<file path="src/sv/serl_pkg.sv">
// Shared constants and types for the sensor edge recent-list block.
// Used by serl_front, serl_fifo, serl_back and sensor_edge_recent_list.
package serl_pkg;

  localparam int NUM_MODULES = 5;
  localparam int LIST_DEPTH  = 8;
  localparam int SCAN_BYTES  = NUM_MODULES * 2;
  localparam int SB_W        = $clog2(SCAN_BYTES);
  localparam int IDX_W       = 4;
  localparam int ID_W        = 7;
  localparam int TIME_W      = 32;
  localparam int BYTE_W      = 8;
  localparam int CNT_W       = $clog2(LIST_DEPTH + 1);
  localparam int SUM_W       = $clog2(LIST_DEPTH + BYTE_W + 1);
  localparam int POS_W       = (LIST_DEPTH > 1) ? $clog2(LIST_DEPTH) : 1;
  localparam int Q_DEPTH     = 4;
  localparam int QP_W        = $clog2(Q_DEPTH);
  localparam int QC_W        = $clog2(Q_DEPTH + 1);
  localparam int S_DATA_W    = 48;
  localparam int M_DATA_W    = 40;

  // Classified scan byte handed from the front to the back
  typedef struct packed {
    logic [BYTE_W-1:0] rise;
    logic [IDX_W-1:0]  idx;
    logic              scan_end;
    logic [TIME_W-1:0] scan_time;
  } edge_word_t;

  // Queue status seen by the producer and consumer
  typedef struct packed {
    logic full;
    logic empty;
  } q_status_t;

endpackage

</file>
<file path="src/sv/serl_front.sv">
// Front end: keeps the previous scan and finds rising bits of each byte.
// Depends on serl_pkg.
module serl_front (
  input  logic                       clk,
  input  logic                       rst,
  input  logic                       take,
  input  logic [serl_pkg::BYTE_W-1:0] sensor_byte,
  input  logic [serl_pkg::IDX_W-1:0]  byte_index,
  input  logic                       scan_end,
  input  logic [serl_pkg::TIME_W-1:0] scan_time,
  output serl_pkg::edge_word_t       word
);

  logic [serl_pkg::BYTE_W-1:0] prev_scan [serl_pkg::SCAN_BYTES];
  logic                        in_range;
  logic [serl_pkg::SB_W-1:0]   slot;
  logic [serl_pkg::BYTE_W-1:0] old_byte;

  // out-of-range bytes are neither compared nor stored
  assign in_range = {1'b0, byte_index} < (serl_pkg::IDX_W + 1)'(serl_pkg::SCAN_BYTES);
  assign slot     = byte_index[serl_pkg::SB_W-1:0];
  assign old_byte = prev_scan[slot];

  // classify: rising bits and pass-through fields
  always_comb begin
    word.rise      = in_range ? (sensor_byte & ~old_byte) : '0;
    word.idx       = byte_index;
    word.scan_end  = scan_end;
    word.scan_time = scan_time;
  end

  // previous scan starts all ones so the first scan sees no edges
  always_ff @(posedge clk) begin
    if (rst) begin
      for (int i = 0; i < serl_pkg::SCAN_BYTES; i++) begin
        prev_scan[i] <= '1;
      end
    end else if (take && in_range) begin
      prev_scan[slot] <= sensor_byte;
    end
  end

endmodule

</file>
<file path="src/sv/serl_fifo.sv">
// Short queue between the front and the back end.
// Depends on serl_pkg.
module serl_fifo (
  input  logic                 clk,
  input  logic                 rst,
  input  logic                 push,
  input  serl_pkg::edge_word_t push_word,
  input  logic                 pop,
  output serl_pkg::edge_word_t head,
  output serl_pkg::q_status_t  status
);

  serl_pkg::edge_word_t          mem [serl_pkg::Q_DEPTH];
  logic [serl_pkg::QP_W-1:0]     wr_ptr;
  logic [serl_pkg::QP_W-1:0]     rd_ptr;
  logic [serl_pkg::QC_W-1:0]     fill;

  assign head         = mem[rd_ptr];
  assign status.full  = fill == serl_pkg::QC_W'(serl_pkg::Q_DEPTH);
  assign status.empty = fill == '0;

  // storage
  always_ff @(posedge clk) begin
    if (push) begin
      mem[wr_ptr] <= push_word;
    end
  end

  // pointers and fill level
  always_ff @(posedge clk) begin
    if (rst) begin
      wr_ptr <= '0;
      rd_ptr <= '0;
      fill   <= '0;
    end else begin
      if (push) wr_ptr <= wr_ptr + 1'b1;
      if (pop)  rd_ptr <= rd_ptr + 1'b1;
      if (push && !pop)      fill <= fill + 1'b1;
      else if (!push && pop) fill <= fill - 1'b1;
    end
  end

endmodule

</file>
<file path="src/sv/serl_back.sv">
// Back end: pushes edges onto the recent list and streams out reports.
// Depends on serl_pkg.
module serl_back (
  input  logic                        clk,
  input  logic                        rst,
  input  logic                        head_valid,
  input  serl_pkg::edge_word_t        head,
  output logic                        pop,
  output logic                        out_valid,
  input  logic                        out_ready,
  output logic [serl_pkg::ID_W-1:0]   sensor_id,
  output logic                        entry_valid,
  output logic [serl_pkg::TIME_W-1:0] report_time,
  output logic                        run_last
);

  logic [serl_pkg::ID_W-1:0]  list [serl_pkg::LIST_DEPTH];
  logic [serl_pkg::CNT_W-1:0] count;
  logic [serl_pkg::ID_W-1:0]  list_next [serl_pkg::LIST_DEPTH];
  logic [serl_pkg::CNT_W-1:0] count_next;
  logic [serl_pkg::SUM_W-1:0] sum;

  logic [serl_pkg::ID_W-1:0]   rep_list [serl_pkg::LIST_DEPTH];
  logic [serl_pkg::CNT_W-1:0]  rep_count;
  logic [serl_pkg::TIME_W-1:0] rep_time;
  logic                        rep_busy;
  logic [serl_pkg::POS_W-1:0]  rep_pos;

  logic need_report;
  logic rep_last;
  logic rep_hold;
  logic pos_in_count;

  // push rising bits, MSB first, each onto the front of the list
  always_comb begin
    for (int j = 0; j < serl_pkg::LIST_DEPTH; j++) begin
      list_next[j] = list[j];
    end
    sum = serl_pkg::SUM_W'(count);
    for (int k = 0; k < serl_pkg::BYTE_W; k++) begin
      if (head.rise[serl_pkg::BYTE_W-1-k]) begin
        for (int j = serl_pkg::LIST_DEPTH - 1; j > 0; j--) begin
          list_next[j] = list_next[j-1];
        end
        list_next[0] = {head.idx, 3'(k)};
        sum = sum + 1'b1;
      end
    end
    // count saturates at the list depth
    if (sum > serl_pkg::SUM_W'(serl_pkg::LIST_DEPTH)) begin
      count_next = serl_pkg::CNT_W'(serl_pkg::LIST_DEPTH);
    end else begin
      count_next = sum[serl_pkg::CNT_W-1:0];
    end
  end

  // a report may load once the current one hands over its last word
  assign rep_last    = rep_pos == serl_pkg::POS_W'(serl_pkg::LIST_DEPTH - 1);
  assign rep_hold    = rep_busy && !(out_ready && rep_last);
  assign need_report = head.scan_end && (count_next != '0);
  assign pop         = head_valid && !(need_report && rep_hold);

  // working list
  always_ff @(posedge clk) begin
    if (rst) begin
      count <= '0;
      for (int j = 0; j < serl_pkg::LIST_DEPTH; j++) begin
        list[j] <= '0;
      end
    end else if (pop) begin
      for (int j = 0; j < serl_pkg::LIST_DEPTH; j++) begin
        list[j] <= list_next[j];
      end
      count <= need_report ? '0 : count_next;
    end
  end

  // report buffer snapshot
  always_ff @(posedge clk) begin
    if (pop && need_report) begin
      for (int j = 0; j < serl_pkg::LIST_DEPTH; j++) begin
        rep_list[j] <= list_next[j];
      end
      rep_count <= count_next;
      rep_time  <= head.scan_time;
    end
  end

  // report sequencing
  always_ff @(posedge clk) begin
    if (rst) begin
      rep_busy <= 1'b0;
      rep_pos  <= '0;
    end else if (pop && need_report) begin
      rep_busy <= 1'b1;
      rep_pos  <= '0;
    end else if (rep_busy && out_ready) begin
      if (rep_last) begin
        rep_busy <= 1'b0;
      end else begin
        rep_pos <= rep_pos + 1'b1;
      end
    end
  end

  // output word
  assign pos_in_count = (serl_pkg::SUM_W)'(rep_pos) < (serl_pkg::SUM_W)'(rep_count);
  assign out_valid    = rep_busy;
  assign entry_valid  = pos_in_count;
  assign sensor_id    = pos_in_count ? rep_list[rep_pos] : '0;
  assign report_time  = rep_time;
  assign run_last     = rep_last;

endmodule

</file>
<file path="src/sv/sensor_edge_recent_list.sv">
// Rising-edge detector over a scanned sensor array with a list of the most
// recently triggered sensors. A byte is taken in every cycle while the
// four-word queue behind the front end has room; its rising bits are pushed
// onto the list by the back end. A report is eight words, one
// per cycle the output is ready, streamed from a snapshot buffer, so the
// list keeps taking edges meanwhile; the back end stalls only when a second
// report is due before the first has left. Previous-scan bytes reset to all
// ones, so the first scan after reset reports nothing. No clearing pass.
// Depends on serl_pkg, serl_front, serl_fifo and serl_back.
module sensor_edge_recent_list (
  input  logic                          clk,
  input  logic                          rst,
  input  logic                          s_tvalid,
  output logic                          s_tready,
  // [7:0] sensor_byte, [11:8] byte_index, [43:12] scan_time, rest zero
  input  logic [serl_pkg::S_DATA_W-1:0] s_tdata,
  input  logic                          s_tlast,
  output logic                          m_tvalid,
  input  logic                          m_tready,
  // [6:0] sensor_id, [38:7] report_time, rest zero
  output logic [serl_pkg::M_DATA_W-1:0] m_tdata,
  // [0] entry_valid
  output logic [0:0]                    m_tuser,
  output logic                          m_tlast
);

  logic                        take;
  serl_pkg::edge_word_t        front_word;
  serl_pkg::edge_word_t        head;
  serl_pkg::q_status_t         q_status;
  logic                        pop;
  logic [serl_pkg::ID_W-1:0]   sensor_id;
  logic                        entry_valid;
  logic [serl_pkg::TIME_W-1:0] report_time;

  assign s_tready = !q_status.full;
  assign take     = s_tvalid && s_tready;

  serl_front u_front (
    .clk         (clk),
    .rst         (rst),
    .take        (take),
    .sensor_byte (s_tdata[7:0]),
    .byte_index  (s_tdata[11:8]),
    .scan_end    (s_tlast),
    .scan_time   (s_tdata[43:12]),
    .word        (front_word)
  );

  serl_fifo u_fifo (
    .clk       (clk),
    .rst       (rst),
    .push      (take),
    .push_word (front_word),
    .pop       (pop),
    .head      (head),
    .status    (q_status)
  );

  serl_back u_back (
    .clk         (clk),
    .rst         (rst),
    .head_valid  (!q_status.empty),
    .head        (head),
    .pop         (pop),
    .out_valid   (m_tvalid),
    .out_ready   (m_tready),
    .sensor_id   (sensor_id),
    .entry_valid (entry_valid),
    .report_time (report_time),
    .run_last    (m_tlast)
  );

  // pack output word
  assign m_tdata = {{(serl_pkg::M_DATA_W - serl_pkg::TIME_W - serl_pkg::ID_W){1'b0}},
                    report_time, sensor_id};
  assign m_tuser = entry_valid;

  // a new report always opens with a valid entry
  a_report_opens_valid: assert property (@(posedge clk) disable iff (rst)
    (m_tvalid && m_tready && m_tlast) |=> (!m_tvalid || m_tuser[0]))
    else $error("report does not open with a valid entry");

  // valid entries form a prefix of the report
  a_valid_prefix: assert property (@(posedge clk) disable iff (rst)
    (m_tvalid && m_tready && !m_tuser[0] && !m_tlast) |=> (m_tvalid && !m_tuser[0]))
    else $error("valid entry after an invalid one");

  // invalid entries carry a zero id
  a_invalid_zero_id: assert property (@(posedge clk) disable iff (rst)
    (m_tvalid && !m_tuser[0]) |-> (m_tdata[6:0] == '0))
    else $error("invalid entry with nonzero id");

endmodule

</file>
<file path="config.mk">
export PLATFORM = sky130hd
export DESIGN_NAME = sensor_edge_recent_list
export DESIGN_NICKNAME = d
export VERILOG_FILES = /design/src/sv/serl_pkg.sv /design/src/sv/serl_front.sv /design/src/sv/serl_fifo.sv /design/src/sv/serl_back.sv /design/src/sv/sensor_edge_recent_list.sv
export SDC_FILE = /design/constraint.sdc
export NUM_CORES = 1
export LEC_CHECK = 0
export BUFFER_PORTS_ARGS = -buffer_cell sky130_fd_sc_hd__buf_4
export CAP_MARGIN = 20
export CORE_ASPECT_RATIO = 2
export CORE_MARGIN = 10
export CORE_UTILIZATION = 25
export CTS_CLUSTER_DIAMETER = 50
export DETAILED_ROUTE_END_ITERATION = 10
export GPL_TIMING_DRIVEN = 0
export SLEW_MARGIN = 20
export SYNTH_ARGS = -nofsm -noshare
export SYNTH_HDL_FRONTEND = slang
export SYNTH_HIERARCHICAL = 1
export SYNTH_SLANG_ARGS = --single-unit
</file>
<file path="constraint.sdc">
create_clock -name clk -period 16.8 [get_ports clk]
set_clock_uncertainty 0.05 [all_clocks]
set_input_delay 3.36 -clock clk [delete_from_list [all_inputs] [get_ports clk]]
set_output_delay 3.36 -clock clk [all_outputs]
set_load 0.01 [all_outputs]
</file>
==> flow_summary.yaml, run 1 <==
outcome:
  status: "finished, final reports clean"
synth:
  yosys-top-cells-area: "edfxtp_1 52%, mux2i_1 8.8%, mux4_2 6.7%"
  async_flop_share_pct: 0
  syn-instance-count: 1877
  yosysMostFrequentCell: "edfxtp_1"
  synth_largest_area_cell: "edfxtp_1"
  synthFlopType: "edfxtp_1"
  synth.top_cell.area_share_pct: 52.3
  syn_area_um2: 23400
  syn_avg_cell_area_um2: 12.5
  synth_seq_area_share_pct: 54.0
  syn-num-nets: 1947
  ys_seq_elements: 428
  ys_warn_count: 6
  synth_cell_types: 90
  synth_common_cells: "408 x edfxtp_1, 205 x mux2i_1, 188 x nand2_1, 165 x nor2_1, 103 x o21ai_0"
  synth-edff-count: 408
finish:
  layout-drive-gt1-share_pct: 19.4
  fin_util_pct: 28.9
  nNetsFinal: 2052
  syn_to_final_growth_pct: 14.6
clock_tree:
  cts_buffer_depth: 3
  clk_pin_slew_ps: 80
  cts_tree: "done"
  cts_buffers: 37
  cts_hold_buf: 0
  clock_latency_ps: 580
  root_buffer: "clkbuf_16"
  cts_resized: 0
  postCtsSetupRepairBufs: 0
  htree_levels: 2
  cts_sinks: 428
critical_path:
  r2r_cells: 41
  critical_path.max_stage_delay_ps: 520
  r2r_slack_ps: 7140
  r2r-end: "u_fifo/fill[2]"
  crit_type: "flop to flop"
  cp_max_fo: 10
  cp.arrival_ps: 10100
  cp_data_required_time_ps: 17240
  startpoint_type: "flop"
  critPathCapture: "u_fifo/fill[2]"
  end_kind: "flop"
  slowest_stage: "nor4_1"
  crit_top_cell: "ha_1"
floorplanning:
  ios: 97
  die_x_um: 236
  rows: 158
  die-area_um2: 107000
  fp.dieH_um: 453
  start_util_pct: 25.2
  core_um2: 92900
route:
  vias: 16200
  vias_per_cell: 5.04
  dr.pass1.iters: 8
  totalWireLength_mm: 79.1
  route.detailed.drc: 0
  wire_per_inst_um: 24.7
  ant_nets: 0
  drt_iter0_markers: 922
global_route:
  use_met3_pct: 2.70
  grt_overflow_total: 0
  grt_max_degree: 48
  antenna_found_initial: 1
  grt_pass1_vias: 17300
  met2_usage_pct: 27.4
  grt.busiest_layer: "met2"
  grt_util_all_layers_pct: 14.5
  use_met1_pct: 12.6
  grt_pass1_wl_mm: 115
timing:
  fmax_mhz: 103
  relSlewSlack_pct: 20.6
  final-setup-viol-count: 0
  tightest_slew_ps: 1190
  maxSlewViolCount: 0
  finalCritPeriodShare_pct: 57.5
  finalHoldViolations: 0
  rsz0062_at_grt: "no"
  tns_ps: 0
  min_period_ps: 9660
job:
  drv_cap: 0
worst_hold_path:
  min_path_type: "flop to flop"
  hp-start: "u_fifo/fill[2]"
placed_design:
  dp_hpwl_mm: 59.1
  io_buffers: 56
  gp_congestion: 1.05
per-stage QoR:
step	worst slack, ps	hold WS [ps]	cell area (um^2)	instances
after global routing	6530	501	26800	3209
final	7140	452	26800	3209
after floorplan	7250	416	23400	1877
after global placement	3900	445	25300	3133
after detailed placement	7280	448	25600	3142
after CTS	7220	461	26800	3207
kinds of logic after synthesis:
group	share of synthesized area [%]
DFF	54.0
buffers and inverters	4.57
and+or+nand+nor	11.4
other	0.0160
AOI/OAI and AO/OA	7.61
muxes	19.5
xor gates and xnor gates	1.98
adders and majority gates	0.940
area by class of cell:
type | count | area (um^2)
fill | 9664 | 66100
clock inverter | 20 | 265
clock buffer | 45 | 956
timing repair buffer | 66 | 659
sequential | 428 | 12700
inverter | 35 | 131
antenna | 1 | 2.50
buffer | 171 | 940
multi-input combinational | 1243 | 9740
tap | 1200 | 1500
how the worst min path moves through the flow:
| stage | slack [ps] | depth (start not counted) | endpoint |
|---|---|---|---|
| after global routing | 500 | 2 | u_fifo/fill[2] |
| after global placement | 440 | 2 | u_fifo/fill[2] |
| after floorplan | 420 | 2 | u_fifo/fill[2] |
| after detailed placement | 450 | 2 | u_fifo/fill[2] |
| after CTS | 460 | 2 | u_fifo/fill[2] |
| final | 450 | 2 | u_fifo/fill[2] |
critical path: cells and delay by family (launching register included):
| family | cells | cell delay (ps) |
|---|---|---|
| AO/OA/AOI/OAI | 4 | 1020 |
| buffers and inverters | 9 | 2360 |
| flip-flops | 1 | 310 |
| AND/OR/NAND/NOR | 15 | 2980 |
| XOR/XNOR | 6 | 980 |
| adder cells (fa/ha/maj) | 6 | 1460 |
| multiplexers | 1 | 400 |
state kept, by name, summed over array words and instances (netlist names), named ones only:
signal and cells:
u_back/list 56, u_back/rep_count 4, u_fifo/mem 180, u_fifo/rd_ptr 2, u_back/out_valid 1, u_back/rep_pos 3, u_fifo/fill 3, u_back/report_time 32
u_back/count 4, u_back/rep_list 56, u_front/prev_scan 80, u_fifo/wr_ptr 2
cell usage in the layout, fill, tap and decap left out, types with 6 or more instances in the layout:
| cell | instances |
|---|---|
| mux2_2 | 71 |
| inv_1 | 30 |
| dfxtp_1 | 20 |
| edfxtp_1 | 408 |
| buf_6 | 7 |
| buf_4 | 98 |
| a21oi_1 | 54 |
| o21ai_0 | 102 |
| nor2_1 | 165 |
| nand2_1 | 188 |
| o221ai_1 | 6 |
| o211ai_1 | 7 |
| nor4_1 | 7 |
| nand3_1 | 8 |
| clkbuf_16 | 37 |
| and3_1 | 44 |
| xnor2_1 | 24 |
| o21a_1 | 9 |
| a22oi_1 | 7 |
| and2_1 | 10 |
| mux2i_1 | 205 |
| clkbuf_1 | 75 |
| mux4_2 | 70 |
| nand2b_1 | 17 |
| or2_2 | 9 |
| buf_16 | 8 |
| a21o_1 | 10 |
| ha_1 | 16 |
| buf_2 | 25 |
| nor3_2 | 11 |
| xor2_1 | 10 |
| a32o_1 | 9 |
| a211oi_1 | 11 |
| buf_1 | 26 |
| nor2b_1 | 25 |
| nor3_1 | 34 |
per-layer routing:
| layer | routed length, um | vias to the layer above | part of all wire (%) |
|---|---|---|---|
| li1 | - | 7230 | - |
| met1 | 24400 | 8052 | 31 |
| met2 | 42700 | 603 | 54 |
| met3 | 4010 | 280 | 5.1 |
| met4 | 8020 | 0 | 10 |
| met5 | 0 | - | 0 |
Power of run 1 is left out: the tool's default activity adds up to more than one toggle a clock period on the data nets, which glitch-free logic cannot reach.
==> run 2, diff against run 1 <==
clock period = 7.85 ns   (was 16.8 ns; I/O delays follow)
==> flow_summary.yaml, run 2 (synthesis results as in run 1) <==
outcome:
  status: "finished, final reports clean"
clock_tree:
  cts_hold_buf: 0
  cts_buffers: 37
  clk_pin_slew_ps: 70
  cts_tree: "done"
  cts_buffer_depth: 3
  cts_sinks: 428
  htree_levels: 2
  root_buffer: "clkbuf_16"
  clock_latency_ps: 610
floorplanning:
  rows: 158
  start_util_pct: 25.2
  fp.dieH_um: 453
  ios: 97
  die-area_um2: 107000
  die_x_um: 236
  core_um2: 92900
worst_hold_path:
  hold_depth: 2
  min_path_type: "flop to flop"
  worstHoldEndpoint: "u_fifo/fill[2]"
  hp-start: "u_fifo/fill[2]"
global_route:
  grt_max_degree: 43
  antenna_found_initial: 2
  grt_pass1_vias: 17000
  grt_pass1_wl_mm: 113
  grt_overflow_total: 0
  grt_util_all_layers_pct: 14.2
timing:
  min_period_ps: 7540
  whs_ps: 478
  maxSlewViolCount: 0
  final-setup-viol-count: 0
  relSlewSlack_pct: 21.7
  rsz0062_at_grt: "no"
  fmax_mhz: 133
  finalCritPeriodShare_pct: 96.1
  tightest_slew_ps: 1170
  finalHoldViolations: 0
finish:
  largest_reg_flops: 180
  largest-register: "u_fifo/mem"
  n_fill_cell: 9487
  reg_top3: "u_fifo/mem: 180 flops, u_front/prev_scan: 80 flops"
  multi_input_area_um2: 9890
  mostFrequentLayoutCells: "408 x edfxtp_1, 204 x mux2i_1, 188 x nand2_1"
  seqCellArea_um2: 12700
  nNetsFinal: 2069
  final_cells: 3230
  design_area_um2: 27200
  syn_to_final_growth_pct: 16.0
  layout-drive-gt1-share_pct: 21.7
  final_common_cell: "edfxtp_1"
critical_path:
  slowest_stage: "mux4_2"
  cp_data_required_time_ps: 8300
  crit_type: "flop to flop"
  r2r-end: "u_fifo/fill[2]"
  crit_top_cell: "xnor2_2"
  r2r_cells: 38
  critical_path.max_stage_delay_ps: 610
  cp_max_fo: 28
  r2r_slack_ps: 310
  cp.arrival_ps: 7990
  startpoint_type: "flop"
  end_kind: "flop"
placed_design:
  postPlaceCellArea_um2: 25600
  dpl.cell_count: 3142
  dp_hpwl_mm: 57.8
  io_buffers: 56
  gp_congestion: 1.08
job:
  drv_cap: 0
route:
  dr.pass1.iters: 5
  wire_per_inst_um: 24.2
  route.detailed.drc: 0
  drt_iter0_markers: 1123
  vias_per_cell: 5.02
  ant_nets: 0
  totalWireLength_mm: 78.1
  vias: 16200
run 2: cell count changes in the layout (fill, tap and decap cells not counted), moves of 3 or more:
cell / previous run / this run
xnor2_1: 24 / 20
buf_16: 8 / 5
and2_1: 10 / 6
buf_12: 4 / 10
buf_6: 7 / 4
and2_4: 5 / 8
xnor2_2: 2 / 6
buf_4: 98 / 118
buf_1: 26 / 22
clkbuf_1: 75 / 72
run 2: stage by stage:
stage / TNS [ps] / utilization (%) / setup WS, ps
3_5_place_dp: -193430 / 27.5 / -1720
4_1_cts: 0 / 29.0 / 30.6
3_3_place_gp: -279580 / 27.3 / -2010
5_1_grt: 0 / 29.2 / 56.3
2_1_floorplan: 0 / - / 74.5
6_report: 0 / 29.2 / 305
run 2: cell type report:
cell class / instances / area share (%)
sequential: 428 / 46.6
multi-input combinational: 1243 / 36.4
tap: 1200 / 5.53
buffer: 167 / 3.58
clock buffer: 46 / 3.57
timing repair buffer: 87 / 3.00
clock inverter: 22 / 0.843
inverter: 35 / 0.484
antenna: 2 / 0.0184
run 2: timing repair:
action / in CTS / in global routing
cloned: 0 / 1
setup endpoints to repair: 211 / 110
pin swaps: 4 / 10
setup buffers: 7 / 14
resized for setup: 31 / 26
run 2: routing by layer:
metal  share of wire, %  global-route usage (%)  vias up
met2                 55                    27.7      672
li1                   -                       -     7257
met5                  0                       0        -
met3                5.1                    2.52      287
met1                 31                    12.7     8014
met4                8.7                    10.5        0
run 2: worst max-delay path by stage:
stage	start	endpoint	slack (ps)	cells after the start
after floorplan	flop	u_fifo/fill[2]	70	41
after global placement	flop	u_back/list[0][5]	-2010	33
after detailed placement	flop	u_fifo/fill[2]	-1720	41
after CTS	flop	u_fifo/fill[2]	30	38
after global routing	flop	u_fifo/fill[2]	60	38
final	flop	u_fifo/fill[2]	310	38
run 2: worst max-delay path: cells and delay by family, from the launching register on:
kind            cells  cell delay (ps)
compound gates      6             1040
xor+xnor            6             1070
fa+ha+maj           6             1640
buf+inv             6              750
flops               1              350
mux                 1              610
simple gates       13             1930
Power of run 2 is left out for the same reason.
==> run 3, diff against run 2 <==
CORE_UTILIZATION = 56   (was 25)
PLACE_DENSITY = 0.76   (was default)
==> flow_summary.yaml, run 3 (synthesis results as in run 1) <==
finish:
  largest_reg_flops: 180
  fin_util_pct: 63.2
  mostFrequentLayoutCells: "408 x edfxtp_1, 204 x mux2i_1, 188 x nand2_1"
  layout-drive-gt1-share_pct: 21.5
  nNetsFinal: 2068
  design_area_um2: 26300
  syn_to_final_growth_pct: 12.4
  final_common_cell: "edfxtp_1"
  reg_top3: "u_fifo/mem: 180 flops, u_front/prev_scan: 80 flops"
  largest-register: "u_fifo/mem"
global_route:
  grt_max_degree: 46
  grt_pass1_wl_mm: 116
  grt_overflow_total: 0
  grt_pass1_vias: 17200
  grt_util_all_layers_pct: 31.9
  antenna_found_initial: 7
timing:
  final.setup.worst_slack_ps: 212
  final-setup-viol-count: 0
  tightest_slew_ps: 1220
  finalCritPeriodShare_pct: 97.3
  maxSlewViolCount: 0
  relSlewSlack_pct: 18.4
  min_period_ps: 7640
  fmax_mhz: 131
  finalHoldViolations: 0
clock_tree:
  cts_buffers: 39
  cts_sinks: 428
  clk_pin_slew_ps: 60
  cts_buffer_depth: 3
  cts_tree: "done"
  root_buffer: "clkbuf_16"
  cts_hold_buf: 0
  htree_levels: 2
  clock_latency_ps: 580
critical_path:
  cp.arrival_ps: 8070
  r2r_cells: 38
  cp_data_required_time_ps: 8280
  crit_type: "flop to flop"
  critical_path.max_stage_delay_ps: 570
  end_kind: "flop"
  r2r_slack_ps: 210
  cp_max_fo: 28
  r2r-end: "u_fifo/fill[2]"
  slowest_stage: "mux4_2"
  crit_top_cell: "ha_1"
  startpoint_type: "flop"
route:
  ant_nets: 0
  drt_iter0_markers: 1186
  wire_per_inst_um: 31.6
  vias: 16700
  route.detailed.drc: 0
  totalWireLength_mm: 81.3
  vias_per_cell: 6.48
  dr.pass1.iters: 5
placed_design:
  pre_cts_slack_ps: -1840
  gp_congestion: 1.11
  postPlaceCellArea_um2: 24800
  io_buffers: 56
  dp_hpwl_mm: 58.6
floorplanning:
  die_x_um: 165
  core_um2: 41600
  fp.dieH_um: 309
  die-area_um2: 50900
  ios: 97
  start_util_pct: 56.2
  rows: 106
worst_hold_path:
  hp-start: "u_fifo/rd_ptr[1]"
  min_path_type: "flop to flop"
  hold_depth: 2
  worstHoldEndpoint: "u_fifo/rd_ptr[1]"
job:
  drv_cap: 0
outcome:
  status: "finished, final reports clean"
## run 3: cell types whose count changed in the layout (fill, tap and decap cells not counted), sizes merged
cell / change
bufinv: -1
clkbuf: +4
clkinvlp: -2
diode: -1
inv: +3
buf: -4
## run 3: repair_timing
item	CTS	global route
endpoints found under the setup margin	211	35
pin swaps	7	10
gates resized for setup	29	20
buffers inserted	11	7
hold endpoints to repair	0	0
## run 3: critical path: cells and delay by family (launching register included)
| family | cells | cell delay (ps) |
|---|---|---|
| buffers and inverters | 6 | 730 |
| adders and majority gates | 6 | 1700 |
| and+or+nand+nor | 13 | 2040 |
| DFF | 1 | 340 |
| muxes | 1 | 570 |
| xor gates and xnor gates | 6 | 1050 |
| AOI/OAI and AO/OA | 6 | 1090 |
## run 3: layout make-up
class | count | area (um^2)
repair buffers | 83 | 788
clock buffers | 49 | 1030
fillers | 3254 | 15300
diodes | 1 | 2.50
multi-input cells | 1243 | 9840
inverters | 35 | 131
flip-flops and latches | 428 | 12700
plain buffers | 168 | 975
clock inverters | 22 | 228
well taps | 540 | 676
## run 3: worst max-delay path by stage
stage / end / slack [ps]
6_report: u_fifo/fill[2] / 210
5_1_grt: u_fifo/fill[2] / -10
4_1_cts: u_fifo/fill[2] / 80
3_5_place_dp: u_fifo/fill[2] / -1840
3_3_place_gp: u_back/list[0][14] / -1900
2_1_floorplan: u_fifo/fill[2] / 70
## run 3: stage by stage
stage          cells  TNS, ps  hold WS, ps
6_report        2569        0          477
3_5_place_dp    2482  -169360          462
3_3_place_gp    2473  -259910          425
4_1_cts         2561        0          480
5_1_grt         2568    -10.8          515
2_1_floorplan   1877        0          416
## run 3: routing by layer
layer / global-route usage, % / share of wire, % / up-vias
met5: 0 / 0.082 / -
met4: 30.3 / 12 / 10
met3: 7.98 / 7.0 / 355
met2: 56.6 / 53 / 762
met1: 28.3 / 29 / 8265
li1: - / - / 7263
Power of run 3 is left out for the same reason.
